`src/hw/rtl/tbla_pkg.sv`:
```
// Shared constants, types and helpers of the three band level analyser.
`default_nettype none
package tbla_pkg;

    localparam int SAMPLE_BITS_DEF    = 24;
    localparam int COEF_BITS_DEF      = 21;
    localparam int HOP_COUNT_BITS_DEF = 12;

    // filter delay format: 40 bits, 30 fractional
    localparam int Z_BITS  = 40;
    localparam int Z_FRAC  = 30;
    // headroom for the delay update sums
    localparam int ZX_BITS = Z_BITS + 4;

    localparam int CFG_IDX_BITS = 2;
    localparam int HOP_RESET    = 160;

    typedef enum logic [CFG_IDX_BITS-1:0] {
        CFG_LOW  = 2'd0,
        CFG_MID  = 2'd1,
        CFG_HIGH = 2'd2,
        CFG_HOP  = 2'd3
    } t_cfg_idx;

    // clamp a widened sum to the signed delay range
    function automatic logic signed [Z_BITS-1:0] sat_z(input logic signed [ZX_BITS-1:0] v);
        logic signed [ZX_BITS-1:0] hi;
        logic signed [ZX_BITS-1:0] lo;
        hi = ZX_BITS'({(Z_BITS-1){1'b1}});
        lo = -hi - ZX_BITS'(1);
        if (v > hi) begin
            return hi[Z_BITS-1:0];
        end else if (v < lo) begin
            return lo[Z_BITS-1:0];
        end
        return v[Z_BITS-1:0];
    endfunction

endpackage
`default_nettype wire

```
`src/hw/rtl/tbla_if.sv`:
```
// Handshake channels: sample requests, level results and register writes.
`default_nettype none


interface tbla_out_if import tbla_pkg::*; #(
    parameter int SAMPLE_BITS    = SAMPLE_BITS_DEF,
    parameter int HOP_COUNT_BITS = HOP_COUNT_BITS_DEF
) ();
    logic                      valid;
    logic                      ready;
    logic [SAMPLE_BITS-2:0]    rms_level;
    logic [SAMPLE_BITS-2:0]    low_peak;
    logic [SAMPLE_BITS-2:0]    mid_peak;
    logic [SAMPLE_BITS-2:0]    high_peak;
    logic [HOP_COUNT_BITS-1:0] hop_samples;
    modport source (output valid, rms_level, low_peak, mid_peak, high_peak, hop_samples,
                    input ready);
    modport sink   (input valid, rms_level, low_peak, mid_peak, high_peak, hop_samples,
                    output ready);
endinterface

`default_nettype wire

```
`src/hw/rtl/tbla_back.sv`:
```
// Back end: three biquads on one shared multiplier, hop statistics, divide and root.
`default_nettype none
module tbla_back import tbla_pkg::*; #(
    parameter int SAMPLE_BITS    = SAMPLE_BITS_DEF,
    parameter int COEF_BITS      = COEF_BITS_DEF,
    parameter int HOP_COUNT_BITS = HOP_COUNT_BITS_DEF
) (
    input  wire logic                          i_clk,
    input  wire logic                          i_rst_n,
    input  wire logic [3*COEF_BITS-1:0]        i_low_coef,
    input  wire logic [3*COEF_BITS-1:0]        i_mid_coef,
    input  wire logic [3*COEF_BITS-1:0]        i_high_coef,
    input  wire logic [HOP_COUNT_BITS-1:0]     i_hop_len,
    input  wire logic                          i_q_valid,
    output logic                               o_q_pop,
    input  wire logic signed [SAMPLE_BITS-1:0] i_q_sample,
    input  wire logic                          i_q_flush,
    tbla_out_if.source                         o_res
);

    localparam int PW         = SAMPLE_BITS - 1;
    localparam int H          = HOP_COUNT_BITS;
    localparam int C          = COEF_BITS;
    localparam int SQ_W       = 2 * PW + H;
    localparam int RT_W       = (SQ_W + 1) / 2;
    localparam int MA_W       = (SAMPLE_BITS > C) ? SAMPLE_BITS : C;
    localparam int PROD_W     = MA_W + Z_BITS;
    localparam int PROD_SHIFT = SAMPLE_BITS - 1 + C - 3 - Z_FRAC;
    localparam int COEF_FRAC  = C - 3;
    localparam int OUT_SHIFT  = Z_FRAC - (SAMPLE_BITS - 1);
    localparam int YO_W       = Z_BITS + 2;
    localparam int DC_W       = $clog2(SQ_W);
    localparam logic [PW-1:0] PK_MAX = {PW{1'b1}};

    typedef enum logic [3:0] {
        S_IDLE, S_BX, S_Y, S_A1, S_A2, S_UPD, S_SQ, S_ACC, S_DIV, S_ROOT, S_OUT
    } t_state;

    typedef enum logic [1:0] {BAND_LOW, BAND_MID, BAND_HIGH} t_band;

    t_state                     r_state;
    t_band                      r_band;
    logic signed [SAMPLE_BITS-1:0] r_x;
    logic signed [Z_BITS-1:0]   r_bx;
    logic signed [Z_BITS-1:0]   r_y;
    logic signed [ZX_BITS-1:0]  r_ay1;
    logic signed [ZX_BITS-1:0]  r_ay2;
    logic signed [Z_BITS-1:0]   r_z1 [3];
    logic signed [Z_BITS-1:0]   r_z2 [3];
    logic [PW-1:0]              r_pk [3];
    logic [2*PW:0]              r_sq;
    logic [SQ_W-1:0]            r_sum;
    logic [H-1:0]               r_cnt;
    logic [SQ_W-1:0]            r_num;
    logic [H-1:0]               r_rem;
    logic [DC_W-1:0]            r_dcnt;
    logic [SQ_W-1:0]            r_res;
    logic [SQ_W-1:0]            r_bit;
    logic                       r_ovalid;
    logic [PW-1:0]              r_orms;
    logic [PW-1:0]              r_olow;
    logic [PW-1:0]              r_omid;
    logic [PW-1:0]              r_ohigh;
    logic [H-1:0]               r_ocnt;

    logic [3*C-1:0]             w_coef;
    logic signed [MA_W-1:0]     w_ma;
    logic signed [Z_BITS-1:0]   w_mb;
    logic signed [PROD_W-1:0]   w_prod;
    logic signed [ZX_BITS-1:0]  w_bxe;
    logic signed [ZX_BITS-1:0]  w_k1bx;
    logic signed [ZX_BITS-1:0]  w_k2bx;
    logic signed [YO_W-1:0]     w_yext;
    logic signed [YO_W-1:0]     w_yo;
    logic [YO_W-1:0]            w_mag;
    logic [PW-1:0]              w_pk;
    logic [H-1:0]               n_cnt;
    logic [SQ_W-1:0]            n_sum;
    logic [H:0]                 w_dt;
    logic                       w_dge;
    logic [SQ_W-1:0]            w_trial;
    logic                       w_out_free;

    always_comb begin
        case (r_band)
            BAND_LOW: w_coef = i_low_coef;
            BAND_MID: w_coef = i_mid_coef;
            default:  w_coef = i_high_coef;
        endcase
    end

    // shared multiplier operand selection
    always_comb begin
        w_ma = '0;
        w_mb = '0;
        case (r_state)
            S_BX: begin
                w_ma = MA_W'($signed(w_coef[C-1:0]));
                w_mb = Z_BITS'(r_x);
            end
            S_A1: begin
                w_ma = MA_W'($signed(w_coef[2*C-1:C]));
                w_mb = r_y;
            end
            S_A2: begin
                w_ma = MA_W'($signed(w_coef[3*C-1:2*C]));
                w_mb = r_y;
            end
            S_SQ: begin
                w_ma = MA_W'(r_x);
                w_mb = Z_BITS'(r_x);
            end
            default: begin
                w_ma = '0;
                w_mb = '0;
            end
        endcase
    end

    assign w_prod = w_ma * w_mb;

    assign w_bxe = ZX_BITS'(r_bx);
    always_comb begin
        case (r_band)
            BAND_LOW: begin
                w_k1bx = w_bxe <<< 1;
                w_k2bx = w_bxe;
            end
            BAND_MID: begin
                w_k1bx = '0;
                w_k2bx = -w_bxe;
            end
            default: begin
                w_k1bx = -(w_bxe <<< 1);
                w_k2bx = w_bxe;
            end
        endcase
    end

    // band output to sample format, magnitude clamped
    assign w_yext = YO_W'(r_y);
    generate
        if (OUT_SHIFT >= 0) begin : g_out_shr
            assign w_yo = w_yext >>> OUT_SHIFT;
        end else begin : g_out_shl
            assign w_yo = w_yext <<< (-OUT_SHIFT);
        end
    endgenerate
    assign w_mag = w_yo[YO_W-1] ? YO_W'(-w_yo) : YO_W'(w_yo);
    assign w_pk  = (w_mag > YO_W'(PK_MAX)) ? PK_MAX : w_mag[PW-1:0];

    assign n_cnt = r_cnt + H'(1);
    assign n_sum = r_sum + SQ_W'(r_sq);

    assign w_dt    = {r_rem, r_num[SQ_W-1]};
    assign w_dge   = (w_dt >= {1'b0, r_cnt});
    assign w_trial = r_res + r_bit;

    assign w_out_free = !r_ovalid || o_res.ready;
    assign o_q_pop    = (r_state == S_IDLE) && i_q_valid;

    assign o_res.valid       = r_ovalid;
    assign o_res.rms_level   = r_orms;
    assign o_res.low_peak    = r_olow;
    assign o_res.mid_peak    = r_omid;
    assign o_res.high_peak   = r_ohigh;
    assign o_res.hop_samples = r_ocnt;

    always_ff @(posedge i_clk) begin
        if (!i_rst_n) begin
            r_state  <= S_IDLE;
            r_band   <= BAND_LOW;
            r_ovalid <= 1'b0;
            r_sum    <= '0;
            r_cnt    <= '0;
            for (int i = 0; i < 3; i++) begin
                r_z1[i] <= '0;
                r_z2[i] <= '0;
                r_pk[i] <= '0;
            end
        end else begin
            // drop a taken result; the load state sets valid itself
            if (r_ovalid && o_res.ready && r_state != S_OUT) begin
                r_ovalid <= 1'b0;
            end
            unique case (r_state)
                S_IDLE: begin
                    if (i_q_valid) begin
                        r_x    <= i_q_sample;
                        r_band <= BAND_LOW;
                        r_num  <= r_sum;
                        r_rem  <= '0;
                        r_dcnt <= '0;
                        if (!i_q_flush) begin
                            r_state <= S_BX;
                        end else if (r_cnt != '0) begin
                            r_state <= S_DIV;
                        end
                    end
                end
                S_BX: begin
                    r_bx    <= Z_BITS'(w_prod >>> PROD_SHIFT);
                    r_state <= S_Y;
                end
                S_Y: begin
                    r_y     <= sat_z(w_bxe + ZX_BITS'(r_z1[r_band]));
                    r_state <= S_A1;
                end
                S_A1: begin
                    r_ay1   <= ZX_BITS'(w_prod >>> COEF_FRAC);
                    r_state <= S_A2;
                end
                S_A2: begin
                    r_ay2   <= ZX_BITS'(w_prod >>> COEF_FRAC);
                    r_state <= S_UPD;
                end
                S_UPD: begin
                    r_z1[r_band] <= sat_z(w_k1bx - r_ay1 + ZX_BITS'(r_z2[r_band]));
                    r_z2[r_band] <= sat_z(w_k2bx - r_ay2);
                    if (w_pk > r_pk[r_band]) begin
                        r_pk[r_band] <= w_pk;
                    end
                    if (r_band == BAND_HIGH) begin
                        r_state <= S_SQ;
                    end else begin
                        r_band  <= t_band'(r_band + 2'd1);
                        r_state <= S_BX;
                    end
                end
                S_SQ: begin
                    r_sq    <= w_prod[2*PW:0];
                    r_state <= S_ACC;
                end
                S_ACC: begin
                    r_sum <= n_sum;
                    r_cnt <= n_cnt;
                    r_num <= n_sum;
                    r_rem <= '0;
                    r_dcnt <= '0;
                    // a count that wraps to zero does not close the hop
                    if (n_cnt != '0 && n_cnt >= i_hop_len) begin
                        r_state <= S_DIV;
                    end else begin
                        r_state <= S_IDLE;
                    end
                end
                S_DIV: begin
                    r_num  <= {r_num[SQ_W-2:0], w_dge};
                    r_rem  <= w_dge ? H'(w_dt - {1'b0, r_cnt}) : w_dt[H-1:0];
                    r_dcnt <= r_dcnt + DC_W'(1);
                    if (r_dcnt == DC_W'(SQ_W - 1)) begin
                        r_res   <= '0;
                        r_bit   <= SQ_W'(1) << (2 * (RT_W - 1));
                        r_state <= S_ROOT;
                    end
                end
                S_ROOT: begin
                    // r_num now holds the remaining radicand
                    if (r_bit == '0) begin
                        r_state <= S_OUT;
                    end else begin
                        if (r_num >= w_trial) begin
                            r_num <= r_num - w_trial;
                            r_res <= (r_res >> 1) + r_bit;
                        end else begin
                            r_res <= r_res >> 1;
                        end
                        r_bit <= r_bit >> 2;
                    end
                end
                S_OUT: begin
                    if (w_out_free) begin
                        r_ovalid <= 1'b1;
                        r_orms   <= (r_res > SQ_W'(PK_MAX)) ? PK_MAX : r_res[PW-1:0];
                        r_olow   <= r_pk[BAND_LOW];
                        r_omid   <= r_pk[BAND_MID];
                        r_ohigh  <= r_pk[BAND_HIGH];
                        r_ocnt   <= r_cnt;
                        r_sum    <= '0;
                        r_cnt    <= '0;
                        for (int i = 0; i < 3; i++) begin
                            r_pk[i] <= '0;
                        end
                        r_state <= S_IDLE;
                    end
                end
                default: r_state <= S_IDLE;
            endcase
        end
    end

endmodule
`default_nettype wire

```
`src/flat_wrapper.sv`:
```
// flat-port wrapper written by rule: the top's interface ports become plain ports
module tbla_back_flat import tbla_pkg::*;
#(
    parameter int SAMPLE_BITS    = SAMPLE_BITS_DEF,
    parameter int COEF_BITS      = COEF_BITS_DEF,
    parameter int HOP_COUNT_BITS = HOP_COUNT_BITS_DEF
)
  (i_clk, i_rst_n, i_low_coef, i_mid_coef, i_high_coef, i_hop_len, i_q_valid, o_q_pop, i_q_sample, i_q_flush, o_res_valid, o_res_rms_level, o_res_low_peak, o_res_mid_peak, o_res_high_peak, o_res_hop_samples, o_res_ready);
  tbla_out_if #(.SAMPLE_BITS(SAMPLE_BITS), .HOP_COUNT_BITS(HOP_COUNT_BITS)) o_res_i ();
  input  wire logic i_clk;
  input  wire logic i_rst_n;
  input  wire logic [3*COEF_BITS-1:0] i_low_coef;
  input  wire logic [3*COEF_BITS-1:0] i_mid_coef;
  input  wire logic [3*COEF_BITS-1:0] i_high_coef;
  input  wire logic [HOP_COUNT_BITS-1:0] i_hop_len;
  input  wire logic i_q_valid;
  output logic o_q_pop;
  input  wire logic signed [SAMPLE_BITS-1:0] i_q_sample;
  input  wire logic i_q_flush;
  output wire logic [$bits(o_res_i.valid)-1:0] o_res_valid;
  output wire logic [$bits(o_res_i.rms_level)-1:0] o_res_rms_level;
  output wire logic [$bits(o_res_i.low_peak)-1:0] o_res_low_peak;
  output wire logic [$bits(o_res_i.mid_peak)-1:0] o_res_mid_peak;
  output wire logic [$bits(o_res_i.high_peak)-1:0] o_res_high_peak;
  output wire logic [$bits(o_res_i.hop_samples)-1:0] o_res_hop_samples;
  input wire logic [$bits(o_res_i.ready)-1:0] o_res_ready;
  assign o_res_valid = o_res_i.valid;
  assign o_res_rms_level = o_res_i.rms_level;
  assign o_res_low_peak = o_res_i.low_peak;
  assign o_res_mid_peak = o_res_i.mid_peak;
  assign o_res_high_peak = o_res_i.high_peak;
  assign o_res_hop_samples = o_res_i.hop_samples;
  assign o_res_i.ready = o_res_ready;
  tbla_back #(.SAMPLE_BITS(SAMPLE_BITS), .COEF_BITS(COEF_BITS), .HOP_COUNT_BITS(HOP_COUNT_BITS)) u_core (.i_clk(i_clk), .i_rst_n(i_rst_n), .i_low_coef(i_low_coef), .i_mid_coef(i_mid_coef), .i_high_coef(i_high_coef), .i_hop_len(i_hop_len), .i_q_valid(i_q_valid), .o_q_pop(o_q_pop), .i_q_sample(i_q_sample), .i_q_flush(i_q_flush), .o_res(o_res_i));
endmodule
```
`config.mk`:
```
export PLATFORM = sky130hd
export DESIGN_NAME = tbla_back_flat
export DESIGN_NICKNAME = d
export VERILOG_FILES = /design/src/hw/rtl/tbla_pkg.sv /design/src/hw/rtl/tbla_if.sv /design/src/hw/rtl/tbla_back.sv /design/src/flat_wrapper.sv
export SDC_FILE = /design/constraint.sdc
export NUM_CORES = 2
export LEC_CHECK = 0
export BUFFER_PORTS_ARGS = -buffer_cell sky130_fd_sc_hd__clkbuf_2
export CORE_MARGIN = 4
export CORE_UTILIZATION = 55
export DETAILED_ROUTE_END_ITERATION = 10
export GPL_TIMING_DRIVEN = 0
export PLACE_DENSITY = 0.73
export REMOVE_ABC_BUFFERS = 1
export SLEW_MARGIN = 30
export SYNTH_ARGS = -nofsm -noshare
export SYNTH_HDL_FRONTEND = slang
export SYNTH_SLANG_ARGS = --single-unit
```
`constraint.sdc`:
```
create_clock -name i_clk -period 25.9 [get_ports i_clk]
set_input_delay 2.59 -clock i_clk [delete_from_list [all_inputs] [get_ports i_clk]]
set_output_delay 2.59 -clock i_clk [all_outputs]
set_load 0.02 [all_outputs]
```
# Yosys cells after proc, flatten, opt, wreduce, memory -nomap -nowiden
# Memories as Yosys holds them, arrays and structs flattened. A register that Yosys moved wholly into a read port is not among the register bits.
# Index checks and enable logic that the tools add are counted.
# totals
regBits	543
ram_bits	309
inputBits	230
mem_count	3
# mem_list
name	depth	word_bits	rd	rd_clocked_by_memory_dff	wr	line	rtl
u_core.r_z1	3	40	1	1	3	tbla_back.sv:48	logic signed [Z_BITS-1:0] r_z1 [3];
u_core.r_z2	3	40	1	1	3	tbla_back.sv:49	logic signed [Z_BITS-1:0] r_z2 [3];
u_core.r_pk	3	23	4	4	3	tbla_back.sv:50	logic [PW-1:0] r_pk [3];
# op_classes
n_addsub	15
mul	1
magnitude_cmp	12
n_eq_ne	22
n_mux	97
n_bitwise	3
reduce_logical	34
# ops
cell	count
$mux 40	15
$mux 58	9
$pmux 58 s2	3
$pmux 58 s4	1
$gt 44x40->1 const B	3
$lt 44x40->1 const B	3
$pmux 63 s2	1
$mux 23	5
$pmux 24 s4	1
$pmux 44 s2	1
$sub 44x44->44	2
$pmux 40 s2	1
$reduce_or 40->1	2
$mul 24x40->62	1
$add 57x58->58	1
$add 58x47->58	1
$add 58x58->58	1
$ge 58x58->1	1
$gt 58x23->1 const B	1
$logic_not 58->1	1
$sub 58x58->58	1
$add 44x40->44	1
$mux 44	1
$neg 40->44	1
50 further kinds	126

# Depth between registers and ports, before layout
# depth
depth_word	13
depth_mapped	38
ltp_nobuf	34

# Worst setup path before layout
# No wires, ideal clock.
# synth_path
path_kind	input-to-reg
from	in i_low_coef[51]
to	reg u_core.r_ay1[40], data pin
arrival_ps	10263
required_ps	25637
slack_ps	15375
cell_stages	32
path_cell_list	a221oi_1 > a221o_1 > o221a_2 > clkbuf_1 > clkbuf_1 > nor2_1 > fa_1 > inv_1 > fa_1 > inv_1 > fa_1 > inv_1 > fa_1 > inv_1 > fa_1 > fa_1 > inv_1 > fa_1 > inv_1 > ha_1 > clkbuf_1 > nand4_1 > nor3_1 > nand2_1 > o31ai_1 > and4b_1 > o41ai_1 > o31a_1 > a31oi_1 > o41ai_1 > a21oi_1 > xnor2_1
# synth_between
elab_chain_len	3
# synth_lines
element	line	rtl
start, declared	flat_wrapper.sv:12	input wire logic [3*COEF_BITS-1:0] i_low_coef;
$pmux 63 s2	tbla_back.sv:85	case (r_band)
$pmux 24 s4	tbla_back.sv:96	case (r_state)
$mul 24x40->62	tbla_back.sv:120	assign w_prod = w_ma * w_mb;
net u_core.w_prod[58]	tbla_back.sv:69	logic signed [PROD_W-1:0] w_prod;
end signal, assigned	tbla_back.sv:210	r_ay1 <= ZX_BITS'(w_prod >>> COEF_FRAC);
end, declared	tbla_back.sv:46	logic signed [ZX_BITS-1:0] r_ay1;
# The timed path passes the listed nets, and every way through them passes these cells.
# A chain may end at the register's enable or synchronous reset.

# Worst setup path after layout
# layout_path
from	reg u_core.r_state[0]
to	reg u_core.r_ay1[40], data pin
# layout_between
elab_chain_len	4
elab_cells_between_ends	9
# layout_lines
element	line	rtl
start, declared	tbla_back.sv:41	t_state r_state;
start signal, assigned	tbla_back.sv:171	r_state <= S_IDLE;
start signal, assigned	tbla_back.sv:195	r_state <= S_BX;
start signal, assigned	tbla_back.sv:197	r_state <= S_DIV;
$eq 4x1->1 (tied with other cells)	tbla_back.sv:96	
$reduce_or 2->1 (no source line)	--	
$pmux 40 s2	tbla_back.sv:96	
$mul 24x40->62 *	tbla_back.sv:120	
net u_core.w_prod[58]	tbla_back.sv:69	
# The timed path passes the listed nets; every way through them passes the cells marked *.

==> metrics.csv <==
metric,value,unit
run status,finished clean,
crit path max fanout,41,
Max Slew Vio Count,0,
"top cells by area, synth","edfxtp_1 (29%), fa_1 (21%), ha_1 (6.8%)",
CP Launch Type,flip-flop,
Synth area leader,edfxtp_1,
clock sinks,997,
unrepaired setup endpoints after global routing,false,
ANT nets after route,0,
final setup skew,0.07993,ns
Mapped Cells,9806,
async set-reset flop share out of synthesis,0,%
CP peak stage delay,0.83,ns
R2R cell count,30,
sequential share of the synthesized area,30.79,%
Fill cells,13939,
Total Power,5.360,mW
Worst VDD drop,0.00006875,V
CP Buf/Inv Count,6,
Seq cells post-synth,997,
DP Cell Count,12029,
pin count of the biggest net entering global routing,61,
MaxCap Viol Count,0,
I/O pin count,336,
Setup Buffers After CTS,0,
clk_lat worst skew,0.79,ns
CP Capture Type,flip-flop,
hold_sp,u_core.r_pk[0][1],
most used cell along the critical path,fa_1,
Slew @ Worst Pin,1.134,ns
Lkg Pwr,44.61,nW
r2r setup slk,12.71,ns
Slew HR,23.87,%
worst r2r dst,u_core.r_ay1[40],
Tcrit/Tclk final,50.93,%
Die H,422.9,µm
Placement Cell Area,100700,µm²
hold crit path type,flip-flop to flip-flop,
global-route wire length before repair,448.8,mm
final WL,295.3,mm
DP HPWL,229.0,mm
Avg WL per Cell,24.11,µm
cts bufs inserted,111,
CTS tree,built,
Core Rows,151,
Clock Pin Slew Worst Setup and Hold Paths,0.06,ns
reg2reg start,u_core.r_state[0],
post-synthesis cell type count,101,
CP startpoint,u_core.r_state[0],
setup ws final,12.71,ns
syn avg cell area,9.654,µm²
DIE WIDTH,422.9,µm
layout cell share with drive strength beyond 1,9.726,%
Synth top area share,29.12,%
RePlAce Congestion,0.9925,
DR iter-0 viols,8510,
Hold Fails Final Rpt,0,
cts hold-fix bufs,0,
Die Area,178800,µm²
via count,76159,
Initial Util,55.61,%
Syn. warnings,0,
post-route cell area,104700,µm²
Hold EP,o_res_low_peak[1],
Max Fclk,0.07581,GHz
Synth-to-Final Area Change,10.56,%
Fin Setup TNS,0,ns
crit path DAT,13.68,ns
drc violations,0,
number of synthesized flops with an enable pin,918,
crit path kind,flip-flop to flip-flop,
pwr/cell area,51.21,nW/µm²
floorplan core area,170200,µm²
gr ovfl total,0,
post-CTS sizing,0,
hold path depth,0,
crit-path leading delay family,adder cells,
final setup fails,0,
Vias per Instance,6.218,
Final nets,11577,
IO Port Bufs,335,
"Req. time, crit path",26.39,ns
Period minus WS final,13.19,ns
pre-CTS setup slack,12.80,ns
ys flop type,edfxtp_1,
Pre-antenna DRT Iters,6,
gr usage total,32.50,%
Layout Utilization,61.49,%
antenna violations before repair,19,
WHS,0.4447,ns
final std cells w/o fill,12249,
Synth Cell Area,94670,µm²
clock root buffer,clkbuf_16,
H-Tree Depth,3,
vias in the first global route,76240,
Longest Clk Path Bufs,3,
"Max stage delay cell, worst path",o21ai_1,
## kinds of logic (layout without fill, tap and decap cells)
group / after synthesis / count (layout) / share of synthesized area [%]
adders and majority gates: 1505 / 1505 / 27.72
DFF: 997 / 997 / 30.79
AOI/OAI and AO/OA: 2070 / 2070 / 13.96
buffers and inverters: 1841 / 1977 / 7.383
xor gates and xnor gates: 469 / 469 / 4.363
other: 0 / 12 / 0
muxes: 158 / 158 / 3.036
and+or+nand+nor: 2766 / 2766 / 12.74
## worst register-to-register path, delay by kind of cell, from the launching register on
family / cells / cell delay (ns)
fa+ha+maj: 8 / 4.15
compound gates: 8 / 3.68
simple gates: 7 / 2.17
buf+inv: 6 / 1.82
flops: 1 / 0.56
xor+xnor: 1 / 0.51
## per-layer routing
metal  routed length [µm]  track usage, %  share of wire [%]  up-vias
met5                   79               0              0.027        -
met4                16360           15.31                5.5        8
met3                30380           7.356                 10      909
met1               112200           42.69                 38    37710
li1                     -               -                  -    33439
met2               136300           51.45                 46     4093
## sequential cells by signal, summed over array words and instances (netlist names), 4 cells and up, named ones only
name / count
o_res_high_peak: 23
o_res_low_peak: 23
o_res_mid_peak: 23
u_core.o_res.hop_samples: 12
u_core.o_res.rms_level: 23
u_core.r_ay1: 44
u_core.r_ay2: 44
u_core.r_bit: 29
u_core.r_bx: 40
u_core.r_cnt: 12
u_core.r_dcnt: 6
u_core.r_num: 58
u_core.r_pk: 92
u_core.r_rem: 12
u_core.r_res: 58
u_core.r_sq: 47
u_core.r_state: 4
u_core.r_sum: 58
u_core.r_x: 24
u_core.r_y: 40
u_core.r_z1: 160
u_core.r_z2: 160
## cell usage in the layout (no fill, tap or decap), types with 37 or more instances in the layout
| cell | instances |
|---|---|
| inv_1 | 1291 |
| nand2_1 | 1234 |
| fa_1 | 989 |
| edfxtp_1 | 918 |
| nor2_1 | 799 |
| a21oi_1 | 587 |
| ha_1 | 509 |
| o21ai_0 | 481 |
| clkbuf_2 | 335 |
| xnor2_1 | 248 |
| xor2_1 | 203 |
| a21o_1 | 200 |
| clkbuf_16 | 111 |
| mux4_2 | 103 |
| nor3_1 | 96 |
| a31oi_1 | 94 |
| nand4_1 | 93 |
| nand3_1 | 87 |
| nand2b_1 | 78 |
| and3_1 | 75 |
| dfxtp_1 | 75 |
| o21bai_1 | 67 |
| a211oi_1 | 65 |
| buf_16 | 60 |
| and2_1 | 57 |
| mux2i_1 | 52 |
| nor2b_1 | 48 |
| o211ai_1 | 48 |
| a22o_1 | 48 |
| a22oi_1 | 46 |
| o21a_1 | 46 |
| buf_8 | 41 |
| nor4_1 | 40 |
| a221oi_1 | 37 |
## where the power goes
group          internal (mW)  switching [mW]
sequential              1.88          0.0713
clock                  0.956           0.714
combinational          0.578            1.16
total                   3.41            1.95
## final cells by class
class	count	area, µm²	area share [%]
clock inverter	81	985.9	0.9420
sequential	997	29160	27.86
antenna	12	30.03	0.02869
inverter	1297	4881	4.663
multi-input combinational	6968	59410	56.76
clock buffer	127	2868	2.740
tap	2295	2872	2.743
timing repair buffer	472	4459	4.260
## worst max path at each step
stage	to	slack (ns)	depth (start not counted)
2_1_floorplan	u_core.r_ay1[43]	12.42	29
3_3_place_gp	u_core.r_ay2[43]	2.43	28
3_5_place_dp	u_core.r_ay2[43]	12.80	28
4_1_cts	u_core.r_ay1[43]	12.80	30
5_1_grt	u_core.r_ay1[43]	12.35	29
6_report	u_core.r_ay1[40]	12.71	30
## synthesized netlist by cell type (all sizes together) (61+ instances only)
cell type  count
nand3         91
and2          61
inv         1295
o21ai        493
xor2         210
nand2       1247
nor2         812
a21o         205
dfxtp         79
clkbuf       460
o21bai        67
buf           84
a31oi        100
a21oi        591
a211oi        65
a22o          67
nand4         93
and3          77
xnor2        259
edfxtp       918
fa           989
nand2b        80
ha           511
nor3         100
mux4         103
No activity file was read; power rests on OpenSTA's default activity.
