**src/hw/rtl/tbla_pkg.sv**
```systemverilog
// Shared constants, types and helpers of the three band level analyser.
`default_nettype none
package tbla_pkg;

    localparam int SAMPLE_BITS_DEF    = 24;
    localparam int COEF_BITS_DEF      = 21;
    localparam int HOP_COUNT_BITS_DEF = 12;

    // filter delay format: 40 bits, 30 fractional
    localparam int Z_BITS  = 40;
    localparam int Z_FRAC  = 30;
    // headroom for the delay update sums
    localparam int ZX_BITS = Z_BITS + 4;

    localparam int CFG_IDX_BITS = 2;
    localparam int HOP_RESET    = 160;

    typedef enum logic [CFG_IDX_BITS-1:0] {
        CFG_LOW  = 2'd0,
        CFG_MID  = 2'd1,
        CFG_HIGH = 2'd2,
        CFG_HOP  = 2'd3
    } t_cfg_idx;

    // clamp a widened sum to the signed delay range
    function automatic logic signed [Z_BITS-1:0] sat_z(input logic signed [ZX_BITS-1:0] v);
        logic signed [ZX_BITS-1:0] hi;
        logic signed [ZX_BITS-1:0] lo;
        hi = ZX_BITS'({(Z_BITS-1){1'b1}});
        lo = -hi - ZX_BITS'(1);
        if (v > hi) begin
            return hi[Z_BITS-1:0];
        end else if (v < lo) begin
            return lo[Z_BITS-1:0];
        end
        return v[Z_BITS-1:0];
    endfunction

endpackage
`default_nettype wire

```
**src/hw/rtl/tbla_if.sv**
```systemverilog
// Handshake channels: sample requests, level results and register writes.
`default_nettype none
interface tbla_in_if import tbla_pkg::*; #(parameter int SAMPLE_BITS = SAMPLE_BITS_DEF) ();
    logic                          valid;
    logic                          ready;
    logic signed [SAMPLE_BITS-1:0] sample;
    logic                          flush;
    modport source (output valid, sample, flush, input ready);
    modport sink   (input valid, sample, flush, output ready);
endinterface

`default_nettype wire

```
**src/hw/rtl/tbla_front.sv**
```systemverilog
// Front end: takes sample and flush requests into a two entry queue.
`default_nettype none
module tbla_front import tbla_pkg::*; #(
    parameter int SAMPLE_BITS = SAMPLE_BITS_DEF
) (
    input  wire logic                          i_clk,
    input  wire logic                          i_rst_n,
    tbla_in_if.sink                            i_smp,
    output logic                               o_q_valid,
    input  wire logic                          i_q_pop,
    output logic signed [SAMPLE_BITS-1:0]      o_q_sample,
    output logic                               o_q_flush
);

    logic signed [SAMPLE_BITS-1:0] r_sample [2];
    logic                          r_flush  [2];
    logic                          r_wr;
    logic                          r_rd;
    logic [1:0]                    r_cnt;
    logic                          w_push;
    logic                          w_pop;

    assign i_smp.ready = (r_cnt != 2'd2);
    assign w_push      = i_smp.valid && i_smp.ready;
    assign o_q_valid   = (r_cnt != 2'd0);
    assign w_pop       = i_q_pop && o_q_valid;
    assign o_q_sample  = r_sample[r_rd];
    assign o_q_flush   = r_flush[r_rd];

    always_ff @(posedge i_clk) begin
        if (!i_rst_n) begin
            r_wr  <= 1'b0;
            r_rd  <= 1'b0;
            r_cnt <= 2'd0;
        end else begin
            if (w_push) begin
                r_wr <= ~r_wr;
            end
            if (w_pop) begin
                r_rd <= ~r_rd;
            end
            r_cnt <= r_cnt + {1'b0, w_push} - {1'b0, w_pop};
        end
        if (w_push) begin
            r_sample[r_wr] <= i_smp.sample;
            // a flush carries no sample; keep its class bit with it
            r_flush[r_wr]  <= i_smp.flush;
        end
    end

endmodule
`default_nettype wire

```
**src/flat_wrapper.sv**
```systemverilog
// flat-port wrapper written by rule: the top's interface ports become plain ports
module tbla_front_flat import tbla_pkg::*;
#(
    parameter int SAMPLE_BITS = SAMPLE_BITS_DEF
)
  (i_clk, i_rst_n, o_q_valid, i_q_pop, o_q_sample, o_q_flush, i_smp_valid, i_smp_sample, i_smp_flush, i_smp_ready);
  tbla_in_if #(.SAMPLE_BITS(SAMPLE_BITS)) i_smp_i ();
  input  wire logic i_clk;
  input  wire logic i_rst_n;
  output logic o_q_valid;
  input  wire logic i_q_pop;
  output logic signed [SAMPLE_BITS-1:0] o_q_sample;
  output logic o_q_flush;
  input wire logic [$bits(i_smp_i.valid)-1:0] i_smp_valid;
  input wire logic [$bits(i_smp_i.sample)-1:0] i_smp_sample;
  input wire logic [$bits(i_smp_i.flush)-1:0] i_smp_flush;
  output wire logic [$bits(i_smp_i.ready)-1:0] i_smp_ready;
  assign i_smp_i.valid = i_smp_valid;
  assign i_smp_i.sample = i_smp_sample;
  assign i_smp_i.flush = i_smp_flush;
  assign i_smp_ready = i_smp_i.ready;
  tbla_front #(.SAMPLE_BITS(SAMPLE_BITS)) u_core (.i_clk(i_clk), .i_rst_n(i_rst_n), .i_smp(i_smp_i), .o_q_valid(o_q_valid), .i_q_pop(i_q_pop), .o_q_sample(o_q_sample), .o_q_flush(o_q_flush));
endmodule
```
**config.mk**
```make
export PLATFORM = sky130hd
export DESIGN_NAME = tbla_front_flat
export DESIGN_NICKNAME = d
export VERILOG_FILES = /design/src/hw/rtl/tbla_pkg.sv /design/src/hw/rtl/tbla_if.sv /design/src/hw/rtl/tbla_front.sv /design/src/flat_wrapper.sv
export SDC_FILE = /design/constraint.sdc
export NUM_CORES = 1
export LEC_CHECK = 0
export ABC_AREA = 1
export BUFFER_PORTS_ARGS = -buffer_cell sky130_fd_sc_hd__buf_2
export CORE_MARGIN = 2
export CORE_UTILIZATION = 39
export CTS_BUF_LIST = sky130_fd_sc_hd__clkbuf_8 sky130_fd_sc_hd__clkbuf_16
export CTS_CLUSTER_SIZE = 14
export DETAILED_ROUTE_END_ITERATION = 8
export PLACE_DENSITY_LB_ADDON = 0.2
export SETUP_SLACK_MARGIN = 0.4
export SLEW_MARGIN = 15
export SYNTH_ARGS = -nofsm -noshare
export SYNTH_HDL_FRONTEND = slang
export SYNTH_SLANG_ARGS = --single-unit
```
**constraint.sdc**
```tcl
create_clock -name i_clk -period 2.4 [get_ports i_clk]
set_input_delay 0 -clock i_clk [delete_from_list [all_inputs] [get_ports i_clk]]
set_output_delay 0 -clock i_clk [all_outputs]
set_load 0.02 [all_outputs]
```
# Word-level counts from Yosys, hierarchy flattened
# Memory sizes are Yosys's and may differ from the RTL's. A register that Yosys moved wholly into a read port is not among the register bits.
# Cells that the tools add are included.
[word_totals] reg_bits=4 ramBits=50 in_bits=29 output_inout_bits=27 n_memories=2
[memory_table] name="u_core.r_sample" words=2 word_bits=24 read_ports=1 rd_ports_with_merged_regs=1 wr=1 line_no="tbla_front.sv:15" source="logic signed [SAMPLE_BITS-1:0] r_sample [2];"
[memory_table] name="u_core.r_flush" words=2 word_bits=1 read_ports=1 rd_ports_with_merged_regs=1 wr=1 line_no="tbla_front.sv:16" source="logic r_flush [2];"
[classes] add_sub_neg=2 eq_ne=1 mux=6 n_bitwise=2 reduce_logical=3
[op_table] cell="two-way mux 1 bit" count=6
[op_table] cell="adder 2 x 1 -> 2 bit" count=1
[op_table] cell="logical AND 1 bit" count=2
[op_table] cell="!= test 2 bit (second input constant)" count=1
[op_table] cell="inverter 1 bit" count=2
[op_table] cell="nonzero test 2 bit" count=1
[op_table] cell="subtractor 2 x 1 -> 2 bit" count=1

# Depth between registers and ports, before layout
# Gate-level depths: netlist of the first run.
[logic_depth] depth_word=4 ltp_mapped=10 depth_no_buf=10

# Worst setup path after synthesis of the first run
# No wires, ideal clock.
[synth_path] path_kind="register to register" from="register u_core.r_cnt[0]" to="memory u_core.r_flush[0] (enable)" setup_time_ns=0.407 t_arrival_ns=1.751 required_time_ns=1.993 path_slack_ns=0.242 path_stages_with_launch=5 path_buffers=0 cell_sequence="dfxtp_1 inv_1 nand2_1 nand2_1 nor2_1"
[synth_between] elab_chain_len=4
[synth_rtl] element="start: declaration" line_no="tbla_front.sv:19" source="logic [1:0] r_cnt;"
[synth_rtl] element="start signal: assignment" line_no="tbla_front.sv:42" source="r_cnt <= r_cnt + {1'b0, w_push} - {1'b0, w_pop};"
[synth_rtl] element="!= test 2 bit" line_no="tbla_front.sv:23" source="assign i_smp.ready = (r_cnt != 2'd2);"
[synth_rtl] element="named net i_smp_ready" line_no="flat_wrapper.sv:17" source="output wire logic [$bits(i_smp_i.ready)-1:0] i_smp_ready;"
[synth_rtl] element="logical AND 1 bit" line_no="tbla_front.sv:24" source="assign w_push = i_smp.valid && i_smp.ready;"
[synth_rtl] element="two-way mux 1 bit" line_no="tbla_front.sv:44" source="if (w_push) begin"
[synth_rtl] element="two-way mux 1 bit (not written as such)" line_no="tbla_front.sv:47" source="r_flush[r_wr] <= i_smp.flush;"
[synth_rtl] element="end: declaration" line_no="tbla_front.sv:16"
# The timed path passes the listed nets, and every way through them passes these cells.

==> summary.txt, run 1 <==
Run status
  • Status: finished clean

STA
  • Final hold slack: 12.1 ps
  • Slew Limit Headroom: 0.465
  • Measured slew at the worst slew-check pin: 803 ps
  • Max Clock Skew: 5.24 ps
  • Final hold vios: 0
  • RSZ-0062 raised after global routing: false
  • Post-route minimum period: 1740 ps
  • Pins Over Slew Limit: 0
  • Setup violators final: 0
  • Setup TNS: 0 ps
  • Max Freq: 575 MHz
  • Fin crit share: 0.724

Routing
  • Drt total wl: 3.85 mm
  • Initial DRT Pass Iterations: 4
  • WL per Instance: 14.0 µm
  • DR vias: 1,253
  • Via-per-instance ratio: 4.56
  • Iter 0 DRT Violations: 85
  • DRT antenna net count: 0
  • # DRC: 0

Layout
  • Register area: 1600 µm²
  • Multi-input gate area: 473 µm²
  • NumNets Final: 233
  • Fillcell total: 478
  • Ant diodes: 0
  • Share of layout cells above drive strength 1: 0.438
  • Area Overhead vs Synth: 31.3%

Setup path
  • R2R depth: 10
  • Crit-path cells: mux2_2, buf_2
  • Reg2reg start: u_core.r_cnt[1]
  • CP endpoint: o_q_sample[1]
  • Critical setup path kind: flip-flop to output port
  • WP data required: 2400 ps
  • Reg-to-reg slack, setup: 890 ps
  • Reg2reg end: u_core.r_cnt[1]
  • Slowest CP cell: dfxtp_2
  • CP Launch Type: flip-flop
  • CP endpoint kind: output port
  • CP arrival: 1740 ps
  • Critical Path Max Stage Delay: 870 ps
  • Crit Path Max Fanout: 25

Synth
  • Distinct cells, synth: 12
  • #FFs+latches synth: 55
  • Syn Inst Count: 115
  • Avg Cell Area, Syn: 18.7 µm²
  • Syn nets: 146
  • Number of synthesis warnings: 0
  • Synthesized area: 2150 µm²
  • Register area share after synthesis: 0.744

Flow run
  • Max cap viols: 0

Global routing
  • First-pass GRT wire length: 6.21 mm
  • Global Route Usage Sum: 0.133
  • Pin count of the biggest net entering global routing: 26
  • Initial antenna violation count: 0
  • Gr ovfl total: 0
  • Number of global-route vias before repair: 1,334

CTS
  • CTS root buffer: clkbuf_8
  • Post-CTS setup buffers: 0
  • Clock Pin Slew Worst Setup and Hold Paths: 90 ps
  • Clk Latency, worst-skew pair: 300 ps
  • Inserted Clock Buffers: 5
  • CTS tree: done
  • Clk buf depth: 2
  • Depth of the CTS H-tree: 2
  • Clk sinks: 55

Die
  • Initial Util: 0.398
  • Core Region: 5410 µm²
  • I/O pins: 56
  • Site row count: 27
  • Die height: 78.3 µm
  • Chip width: 78.3 µm
  • Full die area: 6130 µm²

Power
  • Maximum vdd drop: 0.550 mV
  • Pwr/cell area: 934 nW/µm²
  • LEAKAGE: 1.16 nW

Worst hold path
  • Hold Crit Class: input port to flip-flop

Place
  • Final HPWL DP: 2.46 mm
  • Gp weighted congestion: 0.743
  • PortBufs: 55
[critical path, delay by kind of cell (launching register included)]
kind	cells	cell delay, ps
buf+inv	1	160
mux	1	410
flops	1	870
[worst min path at each step]
stage / start / endpoint / depth (start not counted)
2_1_floorplan: i_rst_n / u_core.r_cnt[0] / 2
3_3_place_gp: i_smp_sample[0] / u_core.r_sample[0][0] / 1
3_5_place_dp: i_smp_sample[10] / u_core.r_sample[1][10] / 1
4_1_cts: i_q_pop / flip-flop / 4
5_1_grt: i_smp_valid / u_core.r_wr / 3
6_report: i_q_pop / flip-flop / 4
[sequential cells by signal (all words and copies together), names as in the netlist, named ones only]
name             flops
u_core.r_sample     48
u_core.r_cnt         2
u_core.r_flush       2
u_core.r_rd          1
u_core.r_wr          1
[cell usage in the layout (no fill, tap or decap)]
cell	count
nand2_1	9
nand3_1	3
ha_1	2
buf_4	2
a21oi_1	2
clkbuf_8	5
edfxtp_1	50
dlygate4sd3_1	26
dfxtp_2	1
nor2_2	1
inv_1	11
nor2_1	7
mux2_4	20
dfxtp_1	4
mux2_2	5
buf_2	55
[cell type report]
class | instances | share of cell area
flip-flops and latches | 55 | 0.567
repair buffers | 83 | 0.195
multi-input cells | 49 | 0.167
well taps | 72 | 0.0319
clock buffers | 5 | 0.0243
inverters | 8 | 0.0106
clock inverters | 3 | 0.00398
[synthesized netlist by cell type]
cell      number  area [µm²]
ha_1           2        25.0
edfxtp_1      50        1500
nand3_1        3        15.0
a21oi_1        2        10.0
mux2_2         5        56.3
mux2_4        20         300
nand2_1        9        33.8
buf_12         2        40.0
dfxtp_1        5         100
buf_6          1        11.3
inv_1          8        30.0
nor2_1         8        30.0
[logic make-up (layout without fill, tap and decap cells)]
group           Yosys count  in the layout  share of synthesized area
compound gates            2              2                    0.00465
buf+inv                  11             99                     0.0378
fa+ha+maj                 2              2                     0.0116
simple gates             20             20                     0.0366
flops                    55             55                      0.744
mux                      25             25                      0.166
[where the power goes]
| part | switching, W | total (W) | internal (W) |
|---|---|---|---|
| clock network | 0.000276 | 0.000472 | 0.000195 |
| registers | 0.000108 | 0.00133 | 0.00122 |
| logic | 0.000451 | 0.000836 | 0.000384 |
| total | 0.000836 | 0.00264 | 0.00180 |
[layer usage]
layer  global-route usage  routed length (µm)  vias to the layer above  part of all wire
li1                     -                   -                      596                 -
met1                0.150                1630                      600              0.42
met2                0.237                1940                       48              0.50
met3               0.0425                 221                        9             0.057
met4               0.0439                  57                        0             0.015
met5                    0                   0                        -                 0
[through the flow]
step | instances | utilization | setup slack (ps) | power, W | instance area (µm²)
finish | 275 | 0.523 | 662 | 0.00264 | 2830
detailed placement | 241 | 0.460 | 948 | 0.00216 | 2490
CTS | 275 | 0.523 | 620 | 0.00266 | 2830
floorplan | 115 | - | 641 | 0.00195 | 2160
global placement | 241 | 0.460 | 982 | 0.00212 | 2490
global route | 275 | 0.523 | 563 | 0.00279 | 2830
[what timing repair did]
action	CTS	global route
hold endpoints to repair	55	0
resized for setup	0	0
hold buffers	26	0
No activity file was read; power rests on OpenSTA's default activity.
==> run 2: changes to the inputs <==
==> constraint.sdc (replaced) <==
create_clock -name i_clk -period 1.7 [get_ports i_clk]
set_input_delay 0 -clock i_clk [delete_from_list [all_inputs] [get_ports i_clk]]
set_output_delay 0 -clock i_clk [all_outputs]
set_load 0.02 [all_outputs]
==> run 2 against run 1 <==
Critical path depth grew 8. Combinational power grew 120%. Clock skew grew 0.62 ps. Via count grew 1.1%. Worst hold slack gained 42 ps. Sequential power grew 39%. Die area is the same. Global-route usage grew 0.27 points. Count of clock-buffer cells in the layout is the same. Total power grew 64%. Clock power grew 38%. Flip-flop and latch count is the same. Highest routed layer unchanged.
==> summary.txt, run 2 (same netlist as run 1, synthesis figures left out) <==
Run status
  • Status: finished clean

Layout
  • Commonest non-fill, non-tap cell in the layout: edfxtp_1
  • NumNets Final: 240 (+3.0%)
  • Reg with most FFs: u_core.r_sample
  • Biggest regs: u_core.r_sample (48), u_core.r_cnt (2), u_core.r_flush (2)
  • Area Overhead vs Synth: 48.9%
  • Number of flip-flops in the largest register: 48 (unchanged)
  • Fillcell total: 421 (-12%)
  • Most frequent cells in the layout: 50 x edfxtp_1, 31 x buf_2, 26 x dlygate4sd3_1
  • Finished Layout Cells: 282 (+2.5%)
  • Ant diodes: 0 (unchanged)
  • Share of layout cells above drive strength 1: 0.538 (+0.0997)

Routing
  • DRT antenna net count: 0 (unchanged)
  • DR vias: 1,267 (+1.1%)
  • Iter 0 DRT Violations: 83 (-2.4%)
  • Initial DRT Pass Iterations: 4 (unchanged)
  • Via-per-instance ratio: 4.49 (-1.4%)
  • # DRC: 0 (unchanged)
  • WL per Instance: 14.7 µm (+4.9%)
  • Drt total wl: 4.14 mm (+7.6%)

STA
  • RSZ-0062 raised after global routing: true
  • Setup violators final: 0 (unchanged)
  • Max Freq: 741 MHz
  • Setup TNS: 0 ps (unchanged)
  • Post-route minimum period: 1350 ps
  • Slew Limit Headroom: 0.883 (+0.418)
  • Pins Over Slew Limit: 0 (unchanged)
  • Final hold vios: 0 (unchanged)
  • Max Clock Skew: 5.86 ps (+0.624 ps)
  • Fin crit share: 0.793
  • Measured slew at the worst slew-check pin: 176 ps (-627 ps)

Setup path
  • R2R depth: 10 (unchanged)
  • Critical setup path kind: flip-flop to flip-flop
  • CP arrival: 1550 ps (-190 ps)
  • CP endpoint kind: flip-flop
  • CP Launch Type: flip-flop
  • Reg-to-reg slack, setup: 350 ps (-540 ps)
  • WP data required: 1900 ps (-500 ps)
  • Crit Path Max Fanout: 2 (-92%)

Place
  • Final HPWL DP: 2.66 mm (+8.1%)
  • Gp weighted congestion: 0.701 (-5.6%)
  • Placed instance count: 244 (+1.2%)
  • PortBufs: 55 (unchanged)

Die
  • I/O pins: 56 (unchanged)
  • Site row count: 27 (unchanged)
  • Initial Util: 0.398 (unchanged)
  • Chip width: 78.3 µm (unchanged)
  • Full die area: 6130 µm² (unchanged)
  • Core Region: 5410 µm² (unchanged)
  • Die height: 78.3 µm (unchanged)

CTS
  • Clk Latency, worst-skew pair: 290 ps (about the same)
  • Inserted Clock Buffers: 5 (unchanged)
  • CTS root buffer: clkbuf_8
  • Clk buf depth: 2 (unchanged)
  • CTS tree: done
  • Depth of the CTS H-tree: 2 (unchanged)
  • Clock Pin Slew Worst Setup and Hold Paths: 90 ps (about the same)
  • Clk sinks: 55 (unchanged)

Power
  • LEAKAGE: 1.29 nW (+11%)
  • Maximum vdd drop: 0.852 mV (+55%)
  • Pwr/cell area: 1350 nW/µm² (+44%)

Global routing
  • Initial antenna violation count: 0 (unchanged)
  • Gr ovfl total: 0 (unchanged)
  • First-pass GRT wire length: 6.22 mm (+0.21%)
  • Global Route Usage Sum: 0.135 (+0.00274)
  • Pin count of the biggest net entering global routing: 16 (-38%)
  • Number of global-route vias before repair: 1,350 (+1.2%)

Flow run
  • Max cap viols: 0 (unchanged)

Worst hold path
  • Hold Crit Class: input port to flip-flop
  • Hold path depth: 4 (unchanged)
[run 2: changes by cell type in the layout (fill, tap and decap cells not counted), sizes merged]
cell | before | now
inv | 11 | 8
buf | 57 | 62
clkinv | 0 | 2
clkinvlp | 0 | 1
clkbuf | 5 | 7
[run 2: what timing repair did]
item | in CTS | in global routing
hold buffers | 26 | 0
pin swaps | 0 | 4
gates resized for setup | 6 | 67
cloned | 1 | 2
setup endpoints to repair | 26 | 57
endpoints found under the hold margin | 55 | 0
setup buffers | 1 | 0
[run 2: metrics by stage]
| stage | setup WS [ps] | power (W) | util | hold slack, ps | cell area [µm²] |
|---|---|---|---|---|---|
| after floorplan | 356 | 0.00279 | - | 93.4 | 2190 |
| after global placement | 388 | 0.00308 | 0.472 | 189 | 2550 |
| after detailed placement | 305 | 0.00314 | 0.472 | 191 | 2550 |
| after CTS | 316 | 0.00393 | 0.544 | 45.4 | 2940 |
| after global routing | 285 | 0.00453 | 0.593 | 74.7 | 3210 |
| final | 351 | 0.00432 | 0.593 | 53.7 | 3210 |
[run 2: critical path, cell delays in order (launching register included)]
cell	delay [ps]
dfxtp_4	360
nor2_4	100
nor2_2	40
ha_1	270
inv_2	70
ha_4	130
inv_2	30
nand2_2	70
nand3_2	70
nand2_2	70
nor2_1	30
[run 2: worst paths after layout]
| kind | to | from |
|---|---|---|
| setup / recovery | u_core.r_cnt[1] | u_core.r_cnt[1] |
| hold / removal | flip-flop | i_q_pop |
| setup reg to reg | u_core.r_cnt[1] | u_core.r_cnt[1] |
| hold reg to reg | flip-flop | u_core.r_rd |
[run 2: area by class of cell]
cell class / count / area (µm²) / share of cell area
Inverter: 8 / 33.8 / 0.0105
Timing Repair Buffer: 90 / 836 / 0.261
Tap cell: 72 / 90.1 / 0.0281
Clock inverter: 3 / 11.3 / 0.00351
Multi-Input combinational cell: 49 / 556 / 0.173
Clock buffer: 5 / 68.8 / 0.0215
Sequential cell: 55 / 1610 / 0.502
[run 2: routing by layer]
metal | GRT usage | share of wire | vias up
met2 | 0.258 | 0.57 | 34
met1 | 0.143 | 0.38 | 621
met4 | 0.0368 | 0.0046 | 0
li1 | - | - | 610
met3 | 0.0425 | 0.043 | 2
met5 | 0 | 0 | -
[run 2: power breakdown]
part	switching, W	internal, W	total [W]
clock network	0.000376	0.000276	0.000651
logic	0.000849	0.000971	0.00182
registers	0.000108	0.00174	0.00185
total	0.00133	0.00299	0.00432
==> run 3: changes to the inputs <==
--- a/config.mk
+++ b/config.mk
@@ -5,7 +5,7 @@
 export SDC_FILE = /design/constraint.sdc
 export NUM_CORES = 1
 export LEC_CHECK = 0
-export ABC_AREA = 1
+export ABC_AREA = 0
 export BUFFER_PORTS_ARGS = -buffer_cell sky130_fd_sc_hd__buf_2
 export CORE_MARGIN = 2
 export CORE_UTILIZATION = 39
==> constraint.sdc (replaced) <==
create_clock -name i_clk -period 1.2 [get_ports i_clk]
set_input_delay 0 -clock i_clk [delete_from_list [all_inputs] [get_ports i_clk]]
set_output_delay 0 -clock i_clk [all_outputs]
set_load 0.02 [all_outputs]
==> run 3 against run 2 <==
The flow now finishes with violations (setup timing). Sequential share of layout area shrank 3.8 points. Worst hold slack gained 16 ps. Sequential power grew 39%. Synthesized cell count shrank 9.6%. Combinational power grew 82%. Cell area grew 8.1%. Critical path depth shrank 3. Total power grew 64%. Flip-flop and latch count is the same. Critical path type unchanged. Critical endpoint unchanged. Highest routed layer unchanged.
==> summary.txt, run 3 <==
Synth
  • #FFs+latches synth: 55 (unchanged)
  • Most common cell in the synthesized netlist: edfxtp_1
  • Area share of the largest cell type after synthesis: 0.705 (+0.00737)
  • Distinct cells, synth: 20 (+8)
  • Register area share after synthesis: 0.752 (+0.00786)
  • Synth area leaders: edfxtp_1 70%, mux2_4 14%, dfxtp_1 4.7%
  • Avg Cell Area, Syn: 20.5 µm² (+9.4%)
  • Syn Inst Count: 104 (-9.6%)
  • Number of synthesis warnings: 0 (unchanged)
  • EDFF count, synth: 50 (unchanged)
  • Async set-reset flop share out of synthesis: 0 (unchanged)
  • Main flop type after synthesis: edfxtp_1
  • Commonest cells in the netlist: 50 x edfxtp_1, 20 x mux2_4, 5 x dfxtp_1, 5 x mux2_1
  • Cell taking the most area after synthesis: edfxtp_1
  • Synthesized area: 2130 µm² (-1.0%)
  • Syn nets: 135 (-7.5%)

Power
  • Sw Pwr: 0.00203 W (+52%)
  • Pwr/cell area: 2050 nW/µm² (+52%)
  • Logic pwr share: 0.467 (+0.046)
  • Internal power: 0.00506 W (+70%)
  • Switching power share of the total: 0.286 (-0.0226)
  • Maximum vdd drop: 1.18 mV (+38%)
  • LEAKAGE: 1.39 nW (+7.5%)
  • Clock share of power: 0.171 (+0.020)
  • Reg power frac: 0.362 (-0.066)

Die
  • Site row count: 26 (-3.7%)
  • Full die area: 6070 µm² (-0.99%)
  • Initial Util: 0.409 (+0.0110)
  • Core Region: 5200 µm² (-3.7%)
  • Die height: 77.9 µm (-0.50%)
  • Chip width: 77.9 µm (-0.50%)
  • I/O pins: 56 (unchanged)

Routing
  • Routed wl met2: 2.32 mm (-1.9%)
  • WL per Instance: 14.5 µm (-1.1%)
  • Top layer in use: met4
  • DR WL met3: 202 µm (+15%)
  • Iter 0 DRT Violations: 35 (-58%)
  • Drt total wl: 4.09 mm (-1.1%)
  • DRT antenna net count: 0 (unchanged)
  • # DRC: 0 (unchanged)
  • Initial DRT Pass Iterations: 3 (-1)
  • Metal1 wirelength: 1.54 mm (-2.4%)
  • Via-per-instance ratio: 4.50 (+0.24%)
  • DR vias: 1,270 (+0.24%)

Global routing
  • First-pass GRT wire length: 6.27 mm (+0.79%)
  • Gr ovfl total: 0 (unchanged)
  • Number of global-route vias before repair: 1,333 (-1.3%)
  • Initial antenna violation count: 0 (unchanged)
  • Global Route Usage Sum: 0.138 (+0.00247)
  • Pin count of the biggest net entering global routing: 26 (+10)

Layout
  • NumNets Final: 242 (+0.83%)
  • Fillcell total: 372 (-12%)
  • Biggest regs: u_core.r_sample (48), u_core.r_cnt (2), u_core.r_flush (2)
  • Area Overhead vs Synth: 62.6%
  • Reg with most FFs: u_core.r_sample
  • Most frequent cells in the layout: 50 x edfxtp_1, 33 x buf_6, 28 x buf_2
  • Share of layout cells above drive strength 1: 0.575 (+0.0374)
  • Ant diodes: 0 (unchanged)
  • Number of flip-flops in the largest register: 48 (unchanged)
  • Finished Layout Cells: 282 (unchanged)
  • Commonest non-fill, non-tap cell in the layout: edfxtp_1
  • Post-route cell area: 3460 µm² (+8.1%)

CTS
  • Clk buf depth: 2 (unchanged)
  • Clock Pin Slew Worst Setup and Hold Paths: 90 ps (about the same)
  • Clk sinks: 55 (unchanged)
  • Inserted Clock Buffers: 5 (unchanged)
  • Clk Latency, worst-skew pair: 300 ps (about the same)
  • CTS root buffer: clkbuf_8
  • CTS tree: done
  • Depth of the CTS H-tree: 2 (unchanged)

Setup path
  • WP data required: 1400 ps (-500 ps)
  • Crit Path Max Fanout: 2 (unchanged)
  • CP Launch Type: flip-flop
  • CP endpoint kind: flip-flop
  • CP arrival: 1650 ps (+100 ps)
  • Critical setup path kind: flip-flop to flip-flop

Worst hold path
  • Hold Crit Class: input port to flip-flop

STA
  • Post-route minimum period: 1450 ps (+104 ps)
  • Pins Over Slew Limit: 0 (unchanged)
  • Fin crit share: 1.21 (+0.417)
  • Final hold slack: 69.6 ps (+15.9 ps)
  • Setup violators final: 78 (+78)
  • Slew Limit Headroom: 0.879 (-0.00357)
  • Final hold vios: 0 (unchanged)
  • Final setup margin: -253 ps (-604 ps)
  • RSZ-0062 raised after global routing: true
  • Max Clock Skew: 8.20 ps (+2.34 ps)
  • Measured slew at the worst slew-check pin: 181 ps (+5.35 ps)
  • Max Freq: 688 MHz (-7.1%)

Flow run
  • Max cap viols: 0 (unchanged)

Place
  • Gp weighted congestion: 0.716 (+2.1%)
  • PortBufs: 55 (unchanged)
  • Post-DP Area: 2620 µm² (+2.7%)
  • Final HPWL DP: 2.34 mm (-12%)
  • Placed instance count: 234 (-4.1%)

Run status
  • Failing checks: setup timing
  • Status: complete, but fails checks
run 3: changes by cell type in the layout (fill, tap and decap cells not counted), sizes merged, moves of 2 or more:
cell | before | now
clkbuf | 7 | 5
buf | 62 | 76
and2 | 0 | 2
a21oi | 2 | 0
nand2 | 9 | 1
nor2 | 8 | 3
nand3 | 3 | 0
inv | 8 | 4
xnor2 | 0 | 2
run 3: cell type report:
type	instances	area, µm²	area share
Clock buffer	5	68.8	0.0199
Clock inverter	3	47.5	0.0137
Inverter	3	11.3	0.00325
Multi-Input combinational cell	43	567	0.164
Sequential cell	55	1610	0.464
Tap cell	70	87.6	0.0253
Timing Repair Buffer	103	1070	0.310
run 3: logic make-up (layout without fill, tap and decap cells):
| logic type | after synthesis | after routing | share of synthesized area |
|---|---|---|---|
| compound gates | 2 | 2 | 0.00587 |
| xor+xnor | 3 | 3 | 0.0123 |
| fa+ha+maj | 2 | 2 | 0.0117 |
| buf+inv | 6 | 114 | 0.0211 |
| flops | 55 | 55 | 0.752 |
| mux | 25 | 25 | 0.167 |
| simple gates | 11 | 11 | 0.0300 |
run 3: routing by layer:
layer  vias up  track usage
met5         -            0
met4         0       0.0316
met3         5       0.0372
met2        43        0.266
met1       616        0.149
li1        606            -
run 3: through the flow:
step / total power, W / utilization / setup TNS, ps / setup WS [ps]
finish: 0.00709 / 0.666 / -12260 / -253
detailed placement: 0.00474 / 0.504 / -5780 / -276
floorplan: 0.00410 / - / -9660 / -265
CTS: 0.00687 / 0.644 / -12420 / -261
global route: 0.00739 / 0.666 / -15360 / -328
global placement: 0.00468 / 0.504 / -4050 / -220
run 3: repair_timing:
item | 4_1_cts | 5_1_grt
buffers inserted | 3 | 6
endpoints found under the hold margin | 55 | 0
hold buffers | 27 | 0
pin swaps | 9 | 5
cloned | 4 | 0
resized for setup | 62 | 12
setup endpoints to repair | 82 | 82
run 3: worst max-delay path, cell delays in order, from the launching register on:
cell and delay [ps]:
dfxtp_2 330, o21a_1 190, ha_1 280, inv_2 50, ha_4 160, xor2_2 170
xnor2_1 130, nor2_1 50
run 3: worst paths after layout:
check             depth (start not counted)  slack [ps]       startpoint              end
setup / recovery                          7        -250  u_core.r_cnt[1]  u_core.r_cnt[1]
hold / removal                            3          70      i_smp_valid      u_core.r_wr
setup reg to reg                          7        -250  u_core.r_cnt[1]  u_core.r_cnt[1]
hold reg to reg                           2         530      u_core.r_wr      u_core.r_wr
run 3: power groups by stage:
| stage | Clock (W) | Sequential [W] | Combinational, W |
|---|---|---|---|
| finish | 0.00121 | 0.00257 | 0.00331 |
| global route | 0.00131 | 0.00260 | 0.00348 |
| CTS | 0.00125 | 0.00258 | 0.00304 |
| detailed placement | 0 | 0.00260 | 0.00214 |
| global placement | 0 | 0.00258 | 0.00211 |
| floorplan | 0 | 0.00257 | 0.00153 |
